`config.mk`:
```
export PLATFORM = sky130hd
export DESIGN_NAME = gvdc_ctrl
export DESIGN_NICKNAME = d
export VERILOG_FILES = /design/src/hw/rtl/graph_vertex_degree_counter_core_assert.svh /design/src/hw/rtl/gvdc_pkg.sv /design/src/hw/rtl/gvdc_ctrl.sv
export SDC_FILE = /design/constraint.sdc
export NUM_CORES = 1
export LEC_CHECK = 0
export BUFFER_PORTS_ARGS = -buffer_cell sky130_fd_sc_hd__buf_2
export CORE_ASPECT_RATIO = 0.9
export CORE_MARGIN = 2
export CORE_UTILIZATION = 45
export DETAILED_ROUTE_END_ITERATION = 16
export GPL_ROUTABILITY_DRIVEN = 1
export PLACE_DENSITY = 0.73
export SYNTH_ARGS = -nofsm -noshare
export SYNTH_HDL_FRONTEND = slang
export SYNTH_SLANG_ARGS = --single-unit
```
`constraint.sdc`:
```
create_clock -name clk -period 7.4 [get_ports clk]
set_input_delay 1.48 -clock clk [delete_from_list [all_inputs] [get_ports clk]]
set_output_delay 1.48 -clock clk [all_outputs]
set_load 0.01 [all_outputs]
```
`src/hw/rtl/graph_vertex_degree_counter_core_assert.svh`:
```
// Assertion macros for the degree counter RTL.
`ifndef GRAPH_VERTEX_DEGREE_COUNTER_CORE_ASSERT_SVH
`define GRAPH_VERTEX_DEGREE_COUNTER_CORE_ASSERT_SVH

// Same-cycle implication, checked out of reset.
`define GVDC_ASSERT_SAME(label, ante, cons, msg) \
  label: assert property (@(posedge clk) disable iff (!rst_n) (ante) |-> (cons)) \
    else $error(msg);

// Next-cycle implication, checked out of reset.
`define GVDC_ASSERT_NEXT(label, ante, cons, msg) \
  label: assert property (@(posedge clk) disable iff (!rst_n) (ante) |=> (cons)) \
    else $error(msg);

`endif

```
`src/hw/rtl/gvdc_pkg.sv`:
```
// Package: constants, codes and shared types of the degree counter.
`default_nettype none
package gvdc_pkg;

  localparam int unsigned MAX_VERTICES_DEF = 1024;
  localparam int unsigned DEGREE_BITS_DEF  = 32;

  localparam int unsigned OP_W        = 2;
  localparam int unsigned VTX_W       = 10;
  localparam int unsigned OFF_W       = 32;
  localparam int unsigned DIR_W       = 2;
  localparam int unsigned VCNT_W      = 11;
  localparam int unsigned IDX_W       = 17;
  localparam int unsigned DEG_OUT_W   = 32;
  localparam int unsigned CFG_IDX_W   = 2;
  localparam int unsigned CFG_DATA_W  = 11;
  localparam int unsigned IN_TDATA_W  = 56;
  localparam int unsigned OUT_TDATA_W = 48;

  // Item operation codes
  localparam logic [OP_W-1:0] OP_ENTRY  = 2'd0;
  localparam logic [OP_W-1:0] OP_OFFSET = 2'd1;
  localparam logic [OP_W-1:0] OP_READ   = 2'd2;

  // Direction codes
  localparam logic [DIR_W-1:0] DIR_OUT  = 2'd0;
  localparam logic [DIR_W-1:0] DIR_IN   = 2'd1;
  localparam logic [DIR_W-1:0] DIR_BOTH = 2'd2;

  // Layout codes
  localparam logic LAYOUT_EDGE = 1'b0;
  localparam logic LAYOUT_CSR  = 1'b1;

  // Configuration register indexes
  localparam logic [CFG_IDX_W-1:0] CFG_DIRECTION = 2'd0;
  localparam logic [CFG_IDX_W-1:0] CFG_LAYOUT    = 2'd1;
  localparam logic [CFG_IDX_W-1:0] CFG_VCOUNT    = 2'd2;

  localparam logic [VCNT_W-1:0] VCOUNT_RESET  = 11'd1024;
  localparam logic [VCNT_W-1:0] ROWS_SEEN_MAX = 11'd2047;

  // Command from the sequencer to the degree memory
  typedef struct packed {
    logic wr;
    logic rd;
  } mem_cmd_t;

endpackage
`default_nettype wire

```
`src/hw/rtl/gvdc_ctrl.sv`:
```
// Item sequencer: decodes items, runs read-modify-write on the degree memory, holds the result.
`default_nettype none
module gvdc_ctrl import gvdc_pkg::*; #(
  parameter int unsigned MAX_VERTICES = MAX_VERTICES_DEF,
  parameter int unsigned DEGREE_BITS  = DEGREE_BITS_DEF,
  localparam int unsigned AW          = $clog2(MAX_VERTICES)
) (
  input  wire logic                   clk,
  input  wire logic                   rst_n,
  // item side
  input  wire logic                   in_valid,
  output logic                        in_ready,
  input  wire logic [OP_W-1:0]        in_op,
  input  wire logic [VTX_W-1:0]       in_first,
  input  wire logic [VTX_W-1:0]       in_second,
  input  wire logic [OFF_W-1:0]       in_offset,
  // configuration
  input  wire logic [DIR_W-1:0]       direction,
  input  wire logic                   layout,
  input  wire logic [VCNT_W-1:0]      vertex_count,
  // memory side
  input  wire logic                   clr_busy,
  output mem_cmd_t                    mem_cmd,
  output logic      [AW-1:0]          mem_waddr,
  output logic      [DEGREE_BITS-1:0] mem_wdata,
  output logic      [AW-1:0]          mem_raddr,
  input  wire logic [DEGREE_BITS-1:0] mem_rdata,
  // result side
  output logic                        out_valid,
  input  wire logic                   out_ready,
  output logic      [VTX_W-1:0]       out_vertex,
  output logic      [DEG_OUT_W-1:0]   out_degree
);

  typedef enum logic [3:0] {
    ST_IDLE   = 4'b0001,
    ST_ISSUE  = 4'b0010,
    ST_MODIFY = 4'b0100,
    ST_RESULT = 4'b1000
  } state_t;

  typedef struct packed {
    logic bump_a;
    logic bump_b;
    logic row_wr;
    logic rd_req;
    logic rd_use;
  } job_t;

  state_t                 state_r, state_nxt;
  job_t                   job_r, job_nxt, job_dec;
  logic [AW-1:0]          addr_a_r, addr_a_nxt;
  logic [AW-1:0]          addr_b_r, addr_b_nxt;
  logic [VTX_W-1:0]       vtx_r, vtx_nxt;
  logic [OFF_W-1:0]       diff_r, diff_nxt;
  logic                   cur_b_r, cur_b_nxt;
  logic [OFF_W-1:0]       prev_off_r, prev_off_nxt;
  logic [VCNT_W-1:0]      rows_seen_r, rows_seen_nxt;
  logic                   out_valid_r, out_valid_nxt;
  logic [VTX_W-1:0]       out_vertex_r, out_vertex_nxt;
  logic [DEG_OUT_W-1:0]   out_degree_r, out_degree_nxt;

  logic                   accept;
  logic                   want_out, want_in;
  logic [IDX_W-1:0]       a_ext, b_ext, row_ext;
  logic                   a_use, b_use, row_use;
  logic [OFF_W:0]         off_sub;
  logic [63:0]            diff_wide;
  logic [DEGREE_BITS-1:0] row_deg;
  logic [DEGREE_BITS-1:0] inc_deg;

  function automatic logic in_use(input logic [IDX_W-1:0] v, input logic [VCNT_W-1:0] cnt);
    in_use = (v < IDX_W'(MAX_VERTICES)) && (v < IDX_W'(cnt));
  endfunction

  always_comb begin
    accept   = in_valid && in_ready;
    want_out = (direction != DIR_IN);
    want_in  = (direction != DIR_OUT);
    a_ext    = IDX_W'(in_first);
    b_ext    = IDX_W'(in_second);
    row_ext  = IDX_W'(rows_seen_r - VCNT_W'(1));
    a_use    = in_use(a_ext, vertex_count);
    b_use    = in_use(b_ext, vertex_count);
    row_use  = in_use(row_ext, vertex_count);
    // difference from the prior offset, zero when it would go negative
    off_sub  = {1'b0, in_offset} - {1'b0, prev_off_r};
    // clamp the row degree to the counter width
    diff_wide = 64'(diff_r);
    row_deg   = ((diff_wide >> DEGREE_BITS) != 64'd0) ? '1 : DEGREE_BITS'(diff_r);
    inc_deg   = (mem_rdata == '1) ? mem_rdata : mem_rdata + DEGREE_BITS'(1);
  end

  always_comb begin
    job_dec = '0;
    case (in_op)
      OP_ENTRY: begin
        if (layout == LAYOUT_EDGE) begin
          job_dec.bump_a = want_out && a_use;
          job_dec.bump_b = want_in && b_use;
        end else begin
          job_dec.bump_a = want_in && a_use;
        end
      end
      OP_OFFSET: begin
        job_dec.row_wr = (layout == LAYOUT_CSR) && (rows_seen_r != '0) && want_out && row_use;
      end
      OP_READ: begin
        job_dec.rd_req = 1'b1;
        job_dec.rd_use = a_use;
      end
      default: begin
        job_dec = '0;
      end
    endcase
  end

  always_comb begin
    state_nxt      = state_r;
    job_nxt        = job_r;
    addr_a_nxt     = addr_a_r;
    addr_b_nxt     = addr_b_r;
    vtx_nxt        = vtx_r;
    diff_nxt       = diff_r;
    cur_b_nxt      = cur_b_r;
    prev_off_nxt   = prev_off_r;
    rows_seen_nxt  = rows_seen_r;
    out_valid_nxt  = out_valid_r && !out_ready;
    out_vertex_nxt = out_vertex_r;
    out_degree_nxt = out_degree_r;
    mem_cmd        = '0;
    mem_waddr      = cur_b_r ? addr_b_r : addr_a_r;
    mem_wdata      = inc_deg;
    mem_raddr      = addr_a_r;
    in_ready       = (state_r == ST_IDLE) && !clr_busy;

    case (state_r)
      ST_IDLE: begin
        if (accept) begin
          job_nxt    = job_dec;
          addr_a_nxt = (in_op == OP_OFFSET) ? row_ext[AW-1:0] : a_ext[AW-1:0];
          addr_b_nxt = b_ext[AW-1:0];
          vtx_nxt    = in_first;
          diff_nxt   = off_sub[OFF_W] ? '0 : off_sub[OFF_W-1:0];
          if ((in_op == OP_OFFSET) && (layout == LAYOUT_CSR)) begin
            prev_off_nxt = in_offset;
            if (rows_seen_r != ROWS_SEEN_MAX) begin
              rows_seen_nxt = rows_seen_r + VCNT_W'(1);
            end
          end
          if (job_dec != '0) begin
            state_nxt = ST_ISSUE;
          end
        end
      end
      ST_ISSUE: begin
        if (job_r.row_wr) begin
          mem_cmd.wr = 1'b1;
          mem_waddr  = addr_a_r;
          mem_wdata  = row_deg;
          job_nxt    = '0;
          state_nxt  = ST_IDLE;
        end else if (job_r.bump_a) begin
          mem_cmd.rd = 1'b1;
          mem_raddr  = addr_a_r;
          cur_b_nxt  = 1'b0;
          state_nxt  = ST_MODIFY;
        end else if (job_r.bump_b) begin
          mem_cmd.rd = 1'b1;
          mem_raddr  = addr_b_r;
          cur_b_nxt  = 1'b1;
          state_nxt  = ST_MODIFY;
        end else if (job_r.rd_req) begin
          mem_cmd.rd = job_r.rd_use;
          mem_raddr  = addr_a_r;
          state_nxt  = ST_RESULT;
        end else begin
          state_nxt = ST_IDLE;
        end
      end
      ST_MODIFY: begin
        // write back the incremented count; a second bump reads in the following cycle, from ISSUE
        mem_cmd.wr = 1'b1;
        if (cur_b_r) begin
          job_nxt.bump_b = 1'b0;
          state_nxt      = ST_IDLE;
        end else begin
          job_nxt.bump_a = 1'b0;
          state_nxt      = job_r.bump_b ? ST_ISSUE : ST_IDLE;
        end
      end
      ST_RESULT: begin
        // hold until the result register is free
        if (!out_valid_r || out_ready) begin
          out_valid_nxt  = 1'b1;
          out_vertex_nxt = vtx_r;
          out_degree_nxt = job_r.rd_use ? DEG_OUT_W'(mem_rdata) : '0;
          job_nxt        = '0;
          state_nxt      = ST_IDLE;
        end
      end
      default: begin
        state_nxt = ST_IDLE;
      end
    endcase
  end

  always_ff @(posedge clk) begin
    if (!rst_n) begin
      state_r     <= ST_IDLE;
      job_r       <= '0;
      cur_b_r     <= 1'b0;
      prev_off_r  <= '0;
      rows_seen_r <= '0;
      out_valid_r <= 1'b0;
    end else begin
      state_r     <= state_nxt;
      job_r       <= job_nxt;
      cur_b_r     <= cur_b_nxt;
      prev_off_r  <= prev_off_nxt;
      rows_seen_r <= rows_seen_nxt;
      out_valid_r <= out_valid_nxt;
    end
  end

  always_ff @(posedge clk) begin
    addr_a_r     <= addr_a_nxt;
    addr_b_r     <= addr_b_nxt;
    vtx_r        <= vtx_nxt;
    diff_r       <= diff_nxt;
    out_vertex_r <= out_vertex_nxt;
    out_degree_r <= out_degree_nxt;
  end

  assign out_valid  = out_valid_r;
  assign out_vertex = out_vertex_r;
  assign out_degree = out_degree_r;

endmodule
`default_nettype wire

```
* Word-level counts from Yosys, hierarchy flattened
Index checks and enable logic that the tools add are counted.
** Storage, ports and cells
- Word-level logic and storage cells :: 116
- Bits in registers :: 158
- Output and inout port bits :: 98
** Operators by class
- Bitwise operators :: 1
- Multiplexer cells :: 44
- Add/sub/neg operators :: 4
- Order comparisons :: 4
- Equal/unequal tests :: 15
- Reductions and logical operators :: 32
** Operators with widths (count)
- $mux 32 :: 3
- $mux 10 :: 8
- $sub 32x32->33 :: 1
- $add 32x1->32 const B :: 1
- $eq 32x32->1 const B :: 1
- $mux 4 :: 7
- $lt 10x11->1 :: 2
- $lt 17x11->1 :: 1
- $lt 17x11->1 const B :: 1
- $pmux 4 s4 :: 1
- $mux 1 :: 15
- $mux 5 :: 3
- $reduce_and 3->1 :: 4
- $sub 11x1->12 const B :: 1
- $add 11x1->11 const B :: 1
- $logic_and 1x1->1 :: 11
- $ne 11x11->1 const B :: 1
- $reduce_bool 11->1 :: 1
- $ne 2x2->1 const B :: 5
- $reduce_and 5->1 :: 2
- $pmux 3 s3 :: 1
- $mux 2 :: 4
- $pmux 2 s4 :: 1
- $reduce_and 4->1 :: 2
- 17 further kinds :: 22

* Logic depth before layout (Yosys ltp)
Gate-level depths: netlist (run 1).
- Depth after elaboration :: 9
- Depth in mapped cells :: 13
- Depth with buffers taken out :: 13

* Worst setup path before layout (run 1)
Ideal clock, no wire load.
- Kind :: input-to-reg
- From :: in out_ready
- To :: reg out_degree_r[0], in the netlist out_degree[0], enable pin
- Buffers on the path :: 0
- Library setup time :: 0.546 ns
- Stages :: 2
- Data required time :: 6.854 ns
- Slack :: 1.325 ns
- Arrival time :: 5.529 ns
- Path through :: nor2b_1 -> nor4_1
** Between the ends
- Cells in the longest elaborated chain, start to end :: 2
** Ends and longest elaborated chain
- start: declaration :: RTL line gvdc_ctrl.sv:30 : input wire logic out_ready,
- $logic_or 1x1->1 :: RTL line gvdc_ctrl.sv:194 : if (!out_valid_r || out_ready) begin
- $reduce_and 2->1 (no line)
- end signal: assignment :: RTL line gvdc_ctrl.sv:232 : out_degree_r <= out_degree_nxt;
- end: declaration :: RTL line gvdc_ctrl.sv:61 : logic [DEG_OUT_W-1:0] out_degree_r, out_degree_nxt;
No other way between the ends.
A chain may end at the register's enable or synchronous reset.

* Worst setup path in the final report (run 1)
- From :: in mem_rdata[9]
- To :: out mem_wdata[13]
** Between the ends
- Cells in the longest elaborated chain, start to end :: 4
- Elaborated cells on any way between the ends :: 5
- Classes of those cells :: add/sub (1); eq/ne (1); mux (3)
** Ends and longest elaborated chain
- start: declaration :: RTL line gvdc_ctrl.sv:27 : input wire logic [DEGREE_BITS-1:0] mem_rdata,
- $add 32x1->32 / $eq 32x32->1 (equally long branches) :: RTL line gvdc_ctrl.sv:91 : inc_deg = (mem_rdata == '1) ? mem_rdata : mem_rdata + DEGREE_BITS'(1);
- $mux 32 (*) :: RTL line gvdc_ctrl.sv:91
- $mux 32 :: RTL line gvdc_ctrl.sv:157 : if (job_r.row_wr) begin
- $mux 32 (*) :: RTL line gvdc_ctrl.sv:137 : case (state_r)
- end: declaration :: RTL line gvdc_ctrl.sv:25 : output logic [DEGREE_BITS-1:0] mem_wdata,
Every way passes the cells marked *; elsewhere a longest branch is shown, timed or not.

==> flow_summary.yaml, run 1 <==
status:
  status: "finished clean"
grt:
  antenna_found_initial: 0
  grt_overflow: 0
  grt.total_usage_pct: 21.3
  grt_max_degree: 69
  grt_pass1_vias: 7267
  grt_pass1_wl_um: 37700
run:
  cap_violations: 0
synthesis:
  synthAdderAreaFrac_pct: 8.36
  yosysTopAreaCellShare_pct: 32.3
  synth_xor_area_share_pct: 5.80
  synth_top_area_cell: "edfxtp_1"
  synth_top_family_by_area: "simple AND/OR/NAND/NOR gates"
  netlist-cell-type-count: 68
  async_flop_share_pct: 0
  yosysSeqAreaShare_pct: 43.5
  synth-simple-area-share_pct: 20.1
  synthMuxAreaShare_pct: 3.01
  syn_inst: 1022
  synth_ff_type: "edfxtp_1"
  synth_nets: 1191
  netlist_area_mm2: 0.00967
  synth-edff-count: 104
  synthTopCellsByArea: "edfxtp_1 32%, dfxtp_1 11%, ha_1 8.2%"
  yosys_warnings: 0
  synth-seq-cells: 158
  synth_compound_area_share_pct: 15.4
  synth_area_per_cell_um2: 9.46
setup_path:
  path_max_fanout: 5
  cp-start-kind: "input pin"
  startpoint: "mem_rdata[9]"
  end_kind: "primary output"
  worst_ep_arrival_time_ns: 3.80
  crit_required_ns: 5.92
  r2r_start: "state_r[0]$_SDFFE_PN1P_"
  crit_type: "in -> out"
  ff2ff_setup_slack_ns: 3.53
sta:
  finalMaxSlewViolations: 0
  tightest_slew_ns: 1.19
  finalHoldViolations: 0
  setup_viol: 0
  rsz0062_at_grt: "no"
  setup_tns_ns: 0
  period_needed_ns: 5.28
  fmax_mhz: 189
  max_slew_margin_pct: 20.7
  fin_crit_sh_pct: 71.3
  finClkSkew_ns: 0.0154
detailed_routing:
  routed_via_density: 5.35
  drtAntennaViolNets: 0
  drc: 0
  firstDrtPassIters: 6
  wl_um: 24200
  dr_total_vias: 8083
  dr.first_iter.drc_count: 503
  wl_per_cell_um: 16.0
placed_design:
  place_congestion: 0.965
  place_inst: 1478
  port_buffers: 202
  dp.final_hpwl_um: 18400
final_layout:
  nFillCells: 1860
  syn2layout_area_growth_pct: 19.5
  layout_common_cells: "202 x buf_2, 127 x nand2_1, 104 x edfxtp_1"
  drive_gt1_share_pct: 22.8
  layout_commonest_cell: "buf_2"
  antenna_cells: 0
  stdcell_count: 1510
  nets: 1380
cts:
  clk_path_buf_depth: 2
  cts_root_buffer: "clkbuf_16"
  tritoncts: "built"
  clk_pin_slew_worst_paths_ns: 0.07
  cts_made_buffers: 17
  cts_resized: 0
  htreeDepth: 4
  cts_hold_buf: 0
  clk_latency_ns: 0.43
  post-cts-setup-buffers: 0
  cts_sinks: 158
min_path:
  hp-start: "vtx_r[2]$_DFFE_PP_"
  hold_class: "reg -> reg"
die:
  initial_core_util_pct: 46.1
  coreArea_mm2: 0.0210
  die_x_um: 159
  pin_count: 203
  die_h_um: 143
  dieArea_mm2: 0.0227
  rows: 50
power:
  leakagePower_nw: 4.55
  vdd.ir_drop.worst_v: 0.000144
  switchingPower_mw: 0.601
  p_comb_share_pct: 14.3
  sw_frac_of_total_pct: 27.1
  power.density_mw_per_mm2: 192
  seqPwrFrac_pct: 44.7
  share_clk_of_total_power_pct: 41.0
  p_int_mw: 1.62
[layer usage]
metal / global-route usage [%] / part of all wire [%]
met4: 7.21 / 2.4
met3: 3.58 / 5.1
met2: 31.9 / 43
met1: 31.1 / 49
met5: 0 / 0
[through the flow]
step / power [mW] / util (%) / hold WS [ns] / setup slack (ns) / instance area, um^2
after floorplan: 1.21 / - / 0.400 / 1.32 / 9670
after global placement: 1.32 / 52.3 / 0.401 / 2.20 / 11000
final: 2.22 / 55.2 / 0.407 / 2.12 / 11600
after global routing: 2.31 / 55.2 / 0.419 / 1.92 / 11600
after CTS: 2.24 / 55.2 / 0.412 / 2.13 / 11600
after detailed placement: 1.33 / 52.3 / 0.405 / 2.15 / 11000
[logic make-up after synthesis]
kind of cell    after synthesis
mux                          26
simple gates                392
flops                       158
fa+ha+maj                    64
xor+xnor                     64
compound gates              223
buf+inv                      95
[final timing paths]
kind                                      end  depth (start not counted)
setup / recovery                mem_wdata[13]                         10
hold / removal        out_vertex[2]$_DFFE_PP_                          0
setup reg to reg  rows_seen_r[7]$_SDFFE_PN0P_                          9
hold reg to reg       out_vertex[2]$_DFFE_PP_                          0
[Yosys cell counts, types with 20 or more instances]
| master | instances |
|---|---|
| nand3_1 | 24 |
| nor3_1 | 22 |
| nor2_1 | 85 |
| a21oi_1 | 67 |
| clkbuf_1 | 33 |
| mux2_2 | 25 |
| and2_1 | 46 |
| nand2_1 | 128 |
| o21ai_0 | 23 |
| ha_1 | 63 |
| inv_1 | 57 |
| a21boi_0 | 31 |
| edfxtp_1 | 104 |
| xor2_1 | 33 |
| a21o_1 | 20 |
| dfxtp_1 | 54 |
| xnor2_1 | 31 |
[layout make-up]
class / count / area [um^2] / share of cell area, %
Sequential cell: 158 / 4200 / 36.4
Tap cell: 286 / 358 / 3.10
Clock inverter: 15 / 178 / 1.54
Timing Repair Buffer: 208 / 1060 / 9.14
Inverter: 57 / 214 / 1.85
Clock buffer: 17 / 425 / 3.68
Multi-Input combinational cell: 769 / 5120 / 44.3
[state kept, by name, indices dropped and copies added, names as in the netlist]
signal and count:
addr_a_r 10, cur_b_r 1, rows_seen_r 11, vtx_r 10, out_degree 32, out_valid 1, out_vertex 10, job_r 5
prev_off_r 32, addr_b_r 10, state_r 4, diff_r 32
[power by group through the flow]
stage	registers, mW	logic, mW	clock network, mW
3_3_place_gp	1.01	0.308	0
4_1_cts	0.992	0.317	0.926
3_5_place_dp	1.01	0.315	0
2_1_floorplan	1.00	0.203	0
5_1_grt	0.995	0.353	0.957
6_report	0.992	0.318	0.911
[worst max-delay path: stages]
cell	delay, ns
buf_2	0.12
and3_1	0.25
nand4_1	0.23
nor4_1	0.51
a21boi_1	0.25
nor2b_1	0.25
nand4_1	0.12
xor2_1	0.28
a21oi_1	0.11
buf_2	0.19
Power figures use the tool's default switching activity.
==> run 2, diff against run 1 <==
--- a/config.mk
+++ b/config.mk
@@ -11,7 +11,7 @@
 export CORE_UTILIZATION = 45
 export DETAILED_ROUTE_END_ITERATION = 16
 export GPL_ROUTABILITY_DRIVEN = 1
-export PLACE_DENSITY = 0.73
+export PLACE_DENSITY = 0.75
 export SYNTH_ARGS = -nofsm -noshare
 export SYNTH_HDL_FRONTEND = slang
 export SYNTH_SLANG_ARGS = --single-unit
==> constraint.sdc (replaced) <==
create_clock -name clk -period 4.27 [get_ports clk]
set_input_delay 0.854 -clock clk [delete_from_list [all_inputs] [get_ports clk]]
set_output_delay 0.854 -clock clk [all_outputs]
set_load 0.01 [all_outputs]
==> run 2 against run 1 <==
  * Global-route usage up 0.096 points
  * Sequential power up 73%
  * Routed wire length is essentially flat
  * Setup slack got worse by 1.9 ns
  * Non-clock buffer count is 5 higher
  * Flip-flop and latch count is the same
  * Clock skew decreased by 0.00065 ns
  * Register-to-register slack got worse by 2.9 ns
  * Power grew 75%
  * Utilization rose by 0.29 points
  * Largest power group unchanged
==> flow_summary.yaml, run 2 (synthesis results as in run 1) <==
setup_path:
  cp-start-kind: "input pin"
  startpoint: "mem_rdata[9]"
  path_max_fanout: 5
  ff2ff_path_depth: 13
  end_kind: "primary output"
  crit_required_ns: 3.42
  crit_type: "in -> out"
  r2r_end: "state_r[0]$_SDFFE_PN1P_"
  worst_ep_arrival_time_ns: 3.17
  r2r_start: "rows_seen_r[0]$_SDFFE_PN0P_"
  ff2ff_setup_slack_ns: 0.66
  crit_end: "mem_wdata[31]"
sta:
  fmax_mhz: 249
  tightest_slew_ns: 0.903
  finalMaxSlewViolations: 0
  max_slew_margin_pct: 39.7
  setup_tns_ns: 0
  period_needed_ns: 4.02
  timing.final.ws_setup_ns: 0.246
  rsz0062_at_grt: "no"
  fin_crit_sh_pct: 94.2
  finClkSkew_ns: 0.0148
  finalHoldViolations: 0
  setup_viol: 0
die:
  pin_count: 203
  initial_core_util_pct: 46.1
  die_h_um: 143
  die_x_um: 159
  coreArea_mm2: 0.0210
  rows: 50
  dieArea_mm2: 0.0227
detailed_routing:
  dr_total_vias: 8145
  drc: 0
  drtAntennaViolNets: 0
  wl_per_cell_um: 16.0
  dr.first_iter.drc_count: 495
  routed_via_density: 5.37
  firstDrtPassIters: 5
  wl_um: 24200
cts:
  clk_path_buf_depth: 2
  htreeDepth: 4
  clk_pin_slew_worst_paths_ns: 0.07
  post-cts-setup-buffers: 0
  cts_resized: 0
  cts_root_buffer: "clkbuf_16"
  tritoncts: "built"
  cts_made_buffers: 17
  clk_latency_ns: 0.43
  cts_hold_buf: 0
  cts_sinks: 158
placed_design:
  port_buffers: 202
  dp.final_hpwl_um: 18500
  pre_cts_ws_ns: 0.265
  place_inst: 1483
  place_congestion: 0.946
final_layout:
  nFillCells: 1884
  layout_common_cells: "202 x buf_2, 127 x nand2_1, 104 x edfxtp_1"
  drive_gt1_share_pct: 23.2
  stdcell_count: 1516
  layout_commonest_cell: "buf_2"
  syn2layout_area_growth_pct: 20.2
  nets: 1385
run:
  cap_violations: 0
power:
  vdd.ir_drop.worst_v: 0.000249
  power.density_mw_per_mm2: 334
  leakagePower_nw: 4.57
grt:
  grt_pass1_wl_um: 37900
  grt_pass1_vias: 7524
  grt.total_usage_pct: 21.4
  grt_max_degree: 67
  grt_overflow: 0
  antenna_found_initial: 0
min_path:
  hp-start: "vtx_r[9]$_DFFE_PP_"
  hold_class: "reg -> reg"
  worstHoldPathCells: 0
status:
  status: "finished clean"
run 2: final cells by class:
type	instances	area (um^2)	share of cell area [%]
Timing Repair Buffer	213	1090	9.41
Multi-Input combinational cell	769	5130	44.2
Tap cell	286	358	3.08
Clock buffer	17	425	3.66
Sequential cell	158	4200	36.2
Inverter	57	214	1.84
Antenna cell	1	2.50	0.0215
Clock inverter	15	190	1.64
run 2: worst min-delay path by stage:
| stage | slack, ns | end |
|---|---|---|
| after global placement | 0.40 | out_vertex[5]$_DFFE_PP_ |
| final | 0.41 | out_vertex[9]$_DFFE_PP_ |
| after global routing | 0.41 | out_vertex[9]$_DFFE_PP_ |
| after floorplan | 0.40 | out_vertex[0]$_DFFE_PP_ |
| after detailed placement | 0.40 | out_vertex[0]$_DFFE_PP_ |
| after CTS | 0.41 | out_vertex[9]$_DFFE_PP_ |
run 2: power breakdown:
| group | internal [mW] | switching (mW) | leakage (nW) |
|---|---|---|---|
| Sequential | 1.69 | 0.0291 | 1.35 |
| Clock | 0.895 | 0.708 | 0.300 |
| Combinational | 0.233 | 0.323 | 2.92 |
| Total | 2.82 | 1.06 | 4.57 |
run 2: metrics by stage:
| stage | power (mW) | hold slack [ns] | utilization, % | area [um^2] |
|---|---|---|---|---|
| finish | 3.88 | 0.407 | 55.5 | 11600 |
| global route | 4.03 | 0.414 | 55.4 | 11600 |
| CTS | 3.91 | 0.414 | 55.4 | 11600 |
| detailed placement | 2.30 | 0.405 | 52.5 | 11000 |
| global placement | 2.29 | 0.401 | 52.5 | 11000 |
| floorplan | 2.09 | 0.400 | - | 9680 |
run 2: worst max-delay path, stage by stage:
cell      delay [ns]
buf_2           0.12
and3_1          0.25
nand4_1         0.23
or4_1           0.59
o211ai_1        0.31
nor2_1          0.16
nand4_1         0.14
xor2_1          0.22
a21oi_1         0.11
buf_2           0.19
run 2: metal layers:
metal	up-vias	GRT usage, %	part of all wire [%]
li1	4035	-	-
met1	3811	30.7	47
met2	260	32.7	45
met3	39	4.07	5.8
met4	0	6.64	1.9
met5	-	0	0
